File: config.mk
export PLATFORM = sky130hd
export DESIGN_NAME = kvt_ctrl
export DESIGN_NICKNAME = d
export VERILOG_FILES = /design/src/sv/kvt_pkg.sv /design/src/sv/kvt_ctrl.sv
export SDC_FILE = /design/constraint.sdc
export NUM_CORES = 1
export LEC_CHECK = 0
export BUFFER_PORTS_ARGS = -buffer_cell sky130_fd_sc_hd__buf_2
export CAP_MARGIN = 20
export CORE_ASPECT_RATIO = 2
export CORE_MARGIN = 5
export CORE_UTILIZATION = 45
export DETAILED_ROUTE_END_ITERATION = 12
export PLACE_DENSITY = 0.81
export SLEW_MARGIN = 20
export SYNTH_ARGS = -nofsm -noshare
export SYNTH_HDL_FRONTEND = slang
export SYNTH_SLANG_ARGS = --single-unit
File: constraint.sdc
create_clock -name clk -period 6 [get_ports clk]
set_clock_uncertainty 0.15 [all_clocks]
set_input_delay 0.6 -clock clk [delete_from_list [all_inputs] [get_ports clk]]
set_output_delay 0.6 -clock clk [all_outputs]
set_load 0.01 [all_outputs]
File: src/sv/kvt_pkg.sv
package kvt_pkg;

  localparam int unsigned MAX_ENTRIES_DEF = 64;
  localparam int unsigned KEY_BITS_DEF    = 16;
  localparam int unsigned KEY_W           = 16;
  localparam int unsigned TYPE_W          = 3;
  localparam int unsigned VALUE_W         = 64;

  typedef enum logic [1:0] {
    OP_SET   = 2'd0,
    OP_FIND  = 2'd1,
    OP_CLEAR = 2'd2
  } op_t;

  typedef enum logic [1:0] {
    ST_IDLE,
    ST_SCAN,
    ST_DONE
  } state_t;

  typedef struct packed {
    logic rd;
    logic wr;
  } mem_cmd_t;

  typedef struct packed {
    logic               table_full;
    logic [VALUE_W-1:0] read_value;
    logic               found;
  } result_t;

endpackage

File: src/sv/kvt_ctrl.sv
module kvt_ctrl #(
  parameter int unsigned MAX_ENTRIES = kvt_pkg::MAX_ENTRIES_DEF,
  parameter int unsigned KEY_BITS    = kvt_pkg::KEY_BITS_DEF,
  parameter int unsigned AW          = 6,
  parameter int unsigned EW          = 83
) (
  input  logic                          clk,
  input  logic                          rst,
  input  logic                          in_valid,
  output logic                          in_ready,
  input  logic [1:0]                    in_operation,
  input  logic [kvt_pkg::KEY_W-1:0]     in_key,
  input  logic [kvt_pkg::TYPE_W-1:0]    in_value_type,
  input  logic [kvt_pkg::VALUE_W-1:0]   in_value,
  output logic                          res_valid,
  input  logic                          res_ready,
  output kvt_pkg::result_t              res,
  output kvt_pkg::mem_cmd_t             mem_cmd,
  output logic [AW-1:0]                 rd_addr,
  output logic [AW-1:0]                 wr_addr,
  output logic [EW-1:0]                 wr_data,
  input  logic [EW-1:0]                 rd_data
);
  import kvt_pkg::*;

  localparam int unsigned CW = $clog2(MAX_ENTRIES + 1);
  localparam logic [CW-1:0] MAX_CNT = CW'(MAX_ENTRIES);

  state_t               state, state_next;
  op_t                  op, op_next;
  logic [KEY_BITS-1:0]  key, key_next;
  logic [TYPE_W-1:0]    vtype, vtype_next;
  logic [VALUE_W-1:0]   value, value_next;
  logic [CW-1:0]        idx, idx_next;
  logic [CW-1:0]        cnt, cnt_next;
  logic [AW-1:0]        rd_idx, rd_idx_next;
  logic                 rd_pend, rd_pend_next;
  result_t              res_next;

  logic [KEY_BITS-1:0]  rd_key;
  logic [TYPE_W-1:0]    rd_type;
  logic [VALUE_W-1:0]   rd_value;
  logic                 hit;

  assign {rd_key, rd_type, rd_value} = rd_data;
  assign wr_data  = {key, vtype, value};
  assign rd_addr  = idx[AW-1:0];
  assign in_ready = (state == ST_IDLE);
  // read data of the previous beat is compared while the next read is issued
  assign hit      = rd_pend && (rd_key == key);

  always_ff @(posedge clk) begin
    if (rst) begin
      state   <= ST_IDLE;
      cnt     <= '0;
      rd_pend <= 1'b0;
    end else begin
      state   <= state_next;
      cnt     <= cnt_next;
      rd_pend <= rd_pend_next;
    end
  end

  always_ff @(posedge clk) begin
    op     <= op_next;
    key    <= key_next;
    vtype  <= vtype_next;
    value  <= value_next;
    idx    <= idx_next;
    rd_idx <= rd_idx_next;
    res    <= res_next;
  end

  always_comb begin
    state_next   = state;
    op_next      = op;
    key_next     = key;
    vtype_next   = vtype;
    value_next   = value;
    idx_next     = idx;
    cnt_next     = cnt;
    rd_idx_next  = rd_idx;
    rd_pend_next = 1'b0;
    res_next     = res;
    mem_cmd      = '0;
    wr_addr      = rd_idx;
    res_valid    = 1'b0;

    unique case (state)
      ST_IDLE: begin
        if (in_valid) begin
          op_next    = op_t'(in_operation);
          key_next   = KEY_BITS'(in_key);
          vtype_next = in_value_type;
          value_next = in_value;
          idx_next   = '0;
          res_next   = '0;
          case (op_t'(in_operation))
            OP_SET, OP_FIND: state_next = ST_SCAN;
            OP_CLEAR: begin
              cnt_next   = '0;
              state_next = ST_DONE;
            end
            default: state_next = ST_DONE;
          endcase
        end
      end

      ST_SCAN: begin
        priority if (hit) begin
          if (op == OP_SET) begin
            mem_cmd.wr = 1'b1;
            wr_addr    = rd_idx;
          end else if (rd_type == vtype) begin
            res_next.found      = 1'b1;
            res_next.read_value = rd_value;
          end
          state_next = ST_DONE;
        end else if (idx >= cnt) begin
          // whole filled range seen without a match
          if (op == OP_SET) begin
            if (cnt < MAX_CNT) begin
              mem_cmd.wr = 1'b1;
              wr_addr    = cnt[AW-1:0];
              cnt_next   = cnt + CW'(1);
            end else begin
              res_next.table_full = 1'b1;
            end
          end
          state_next = ST_DONE;
        end else begin
          mem_cmd.rd   = 1'b1;
          rd_idx_next  = idx[AW-1:0];
          rd_pend_next = 1'b1;
          idx_next     = idx + CW'(1);
        end
      end

      ST_DONE: begin
        res_valid = 1'b1;
        if (res_ready) begin
          state_next = ST_IDLE;
        end
      end

      default: state_next = ST_IDLE;
    endcase
  end

  a_cnt_bound: assert property (@(posedge clk) disable iff (rst)
    cnt <= MAX_CNT)
    else $error("entry count beyond table size");

  a_pend_scan: assert property (@(posedge clk) disable iff (rst)
    rd_pend |-> state == ST_SCAN)
    else $error("read pending outside search");

  a_wr_dense: assert property (@(posedge clk) disable iff (rst)
    mem_cmd.wr |-> ({1'b0, wr_addr} <= {1'b0, cnt}) && !mem_cmd.rd)
    else $error("write leaves a gap in the table");

  a_clear: assert property (@(posedge clk) disable iff (rst)
    (in_valid && in_ready && in_operation == OP_CLEAR) |=> cnt == '0)
    else $error("clear did not empty the table");

  a_res_only_done: assert property (@(posedge clk) disable iff (rst)
    (state == ST_SCAN) |=> !(mem_cmd.wr && $past(mem_cmd.wr)))
    else $error("double write for one item");

endmodule

==> summary.txt <==
Detailed routing
  • Final wirelength: 17300 um
  • # DRC: 0
  • Pre-antenna DRT Iters: 4
  • Starting DRT DRC Count: 266
  • Routed WL per cell: 18.3 um
  • Post-route ant nets: 0
  • Via density: 4.89
  • Via count: 4635

Clocking
  • Root Driver: clkbuf_16
  • Clock-pin slew on the worst setup and hold paths: 0.06 ns
  • CTS tree: yes
  • Worst-Skew Late Latency: 0.42 ns
  • H-Tree Depth: 4
  • Cts repair resizes: 0
  • Clock sinks: 174
  • Post-CTS Repair Setup Buffers: 0
  • CTS Buffer Depth: 2
  • Hold buffers post-CTS: 0
  • CTS buffer count: 17

Floorplanning
  • Total Die Area: 17400 um2
  • Core region area: 14400 um2
  • Floorplan row count: 62
  • Die width: 95.7 um
  • Top Ports: 337
  • Starting density of the core: 45.8%
  • Die Y: 181 um

STA
  • Final hold violation count: 0
  • Tcrit/Tclk final: 63.1%
  • Final worst slack: 2.22 ns
  • Shortest period the worst path allows: 3.78 ns
  • Max frequency: 264 MHz
  • Worst Max-Slew Pin Slew: 1.06 ns
  • RSZ-0062 raised after global routing: false
  • Slew margin rel.: 29.2%
  • Max-slew violations: 0
  • Setup TNS: 0 ns
  • Final setup viols: 0

Critical path
  • Crit path max fanout: 35
  • Worst endpoint data arrival time: 3.71 ns
  • R2R Setup Slk: 2.22 ns
  • CP cell instances: xor2_1, nor4_1, nand2_1, or4_4, nor4_4, o21a_2, buf_4
  • RR Endpoint: res[62]
  • Crit end category: register
  • CP max stage cell: o21a_2
  • Critical Path Max Stage Delay: 0.66 ns
  • Startpoint Class: register
  • FF-to-FF path depth: 7
  • Critical R2R Launch: key[8]
  • Critical path class: register to register
  • Worst path required time: 5.93 ns

Pwr
  • Internal power: 2.21 mW
  • Switching Power: 736 uW
  • Clock power share: 34.7%
  • Switching Share: 24.9%
  • Peak supply drop: 0.000221 V
  • Pleak: 3.88 nW
  • Seq pwr share: 52.0%
  • Combinational share of power: 13.4%
  • PD cells: 327 nW/um2

Hold path
  • Hold/Removal Path Class: input pin to register
  • Hold endpoint: value[9]
  • Hold Path Depth: 1
  • Hold_sp: in_value[9]

Final layout
  • Fillers: 1126
  • Share of layout cells above drive strength 1: 49.3%
  • Fin nets: 924
  • Layout area overhead: 36.4%
  • N_diodes: 0

Synth
  • Synth Area in Compound Gates: 3.82%
  • Mean post-synth cell area: 16.4 um2
  • Main combinational cell family by area after synthesis: simple AND/OR/NAND/NOR gates
  • Synthesized flop and latch total: 174
  • Post-Syn Instances: 402
  • Syn_nets: 583
  • Post-synth top flop: edfxtp_1
  • Async set-reset flop share out of synthesis: 0%
  • Post-synthesis simple-gate area fraction: 11.5%
  • Post-synthesis xor/xnor area fraction: 3.18%
  • Netlist Area Pre-Place: 6610 um2
  • Synth Area in Adders: 1.70%
  • Yosys cell types: 44
  • Yosys Warn Count: 0
  • Seq/Total Area, Yosys: 77.5%
  • Mux cell area share after synthesis: 0.170%
  • Number of flops mapped to enable cells by yosys: 164

Status
  • Status: completed

Run
  • Max_cap viols: 0

GRT
  • First-pass GRT wire length: 25300 um
  • Largest net degree at the start of global routing: 87
  • Tot GR Track Use: 19.7%
  • Initial antenna violation count: 0
  • Vias in the first global route: 4857
  • Overflow left after global routing: 0

Placed design
  • Post-DP HPWL: 13700 um
  • Pre-CTS WS: 1.85 ns
  • Global placement routability congestion: 0.809
  • PortBufs: 336
-- Yosys cell counts, types with 5 or more instances --
cell type / instances / area share, %
edfxtp_1: 164 / 75
o21ai_0: 12 / 0.91
xor2_1: 15 / 2.0
ha_1: 9 / 1.7
nand2_1: 9 / 0.51
dfxtp_1: 10 / 3.0
nor2_1: 12 / 0.68
clkbuf_1: 9 / 0.51
xnor2_1: 9 / 1.2
o2111ai_1: 6 / 0.79
nor3_1: 5 / 0.38
inv_1: 10 / 0.57
nand4_1: 7 / 0.66
and2_1: 65 / 6.2
nand3_1: 10 / 0.76
and3_1: 6 / 0.57
buf_4: 6 / 0.68
-- layer usage --
metal  GRT usage, %  vias up  part of all wire [%]
met3           6.30       41                   9.4
met2           37.1      277                    56
met4           8.49        0                   3.2
li1               -     2172                     -
met5              0        -                     0
met1           18.7     2145                    32
-- worst max path at each step --
stage	endpoint	slack (ns)	start
final	res[62]	2.22	key[8]
after global placement	res[55]	1.98	rd_data[69]
after CTS	res[59]	2.14	key[8]
after global routing	res[59]	1.97	key[0]
after floorplan	res[0]	1.83	rd_data[67]
after detailed placement	res[59]	1.85	rd_data[69]
-- logic make-up (layout without fill, tap and decap cells) --
family / Yosys count / after routing
flip-flops: 174 / 174
XOR/XNOR: 24 / 24
multiplexers: 1 / 1
buffers and inverters: 29 / 383
adder cells (fa/ha/maj): 9 / 9
AND/OR/NAND/NOR: 128 / 128
AO/OA/AOI/OAI: 37 / 37
-- flip-flops by register name, indices dropped and copies added, names as in the netlist, 3 cells and up --
signal	cells
cnt	7
vtype	3
key	16
idx	7
value	64
res	66
rd_idx	6
-- through the flow --
step / total power [mW] / std cells / hold WS, ns / instance area, um2 / utilization [%]
after floorplan: 1.75 / 402 / 0.322 / 6610 / -
after global placement: 1.94 / 916 / 0.347 / 8470 / 58.7
after detailed placement: 1.96 / 916 / 0.350 / 8470 / 58.7
after CTS: 2.98 / 948 / 0.183 / 9020 / 62.5
after global routing: 3.07 / 948 / 0.177 / 9020 / 62.5
final: 2.95 / 948 / 0.201 / 9020 / 62.5
-- power groups by stage --
stage,registers (mW),clock network (mW),logic (mW)
5_1_grt,1.54,1.10,0.431
2_1_floorplan,1.62,0,0.131
3_5_place_dp,1.56,0,0.400
4_1_cts,1.54,1.04,0.401
3_3_place_gp,1.55,0,0.390
6_report,1.53,1.02,0.394
-- area by class of cell --
type / instances / area, um2 / area share [%]
multi-input cells: 199 / 1350 / 14.9
flip-flops and latches: 174 / 5120 / 56.8
clock inverters: 13 / 118 / 1.30
inverters: 11 / 42.5 / 0.472
repair buffers: 340 / 1710 / 19.0
well taps: 192 / 240 / 2.66
clock buffers: 19 / 433 / 4.80
-- placed cells by master (no fill, tap or decap), types with 6 or more instances in the layout --
| cell type | Yosys | routed |
|---|---|---|
| inv_1 | 10 | 9 |
| o21ai_0 | 12 | 12 |
| nand3_1 | 10 | 10 |
| buf_2 | 1 | 336 |
| xor2_1 | 15 | 15 |
| ha_1 | 9 | 9 |
| o2111ai_1 | 6 | 6 |
| edfxtp_1 | 164 | 164 |
| and3_1 | 6 | 6 |
| and2_1 | 65 | 65 |
| dfxtp_1 | 10 | 10 |
| nand4_1 | 7 | 7 |
| clkbuf_16 | 0 | 17 |
| nand2_1 | 9 | 9 |
| nor2_1 | 12 | 12 |
| xnor2_1 | 9 | 9 |
-- worst max-delay path: cells and delay by family, from the launching register on --
family | cells | cell delay, ns
and+or+nand+nor | 4 | 1.55
AOI/OAI and AO/OA | 1 | 0.66
buffers and inverters | 1 | 0.48
DFF | 1 | 0.41
xor gates and xnor gates | 1 | 0.18
Power figures use the tool's default switching activity.
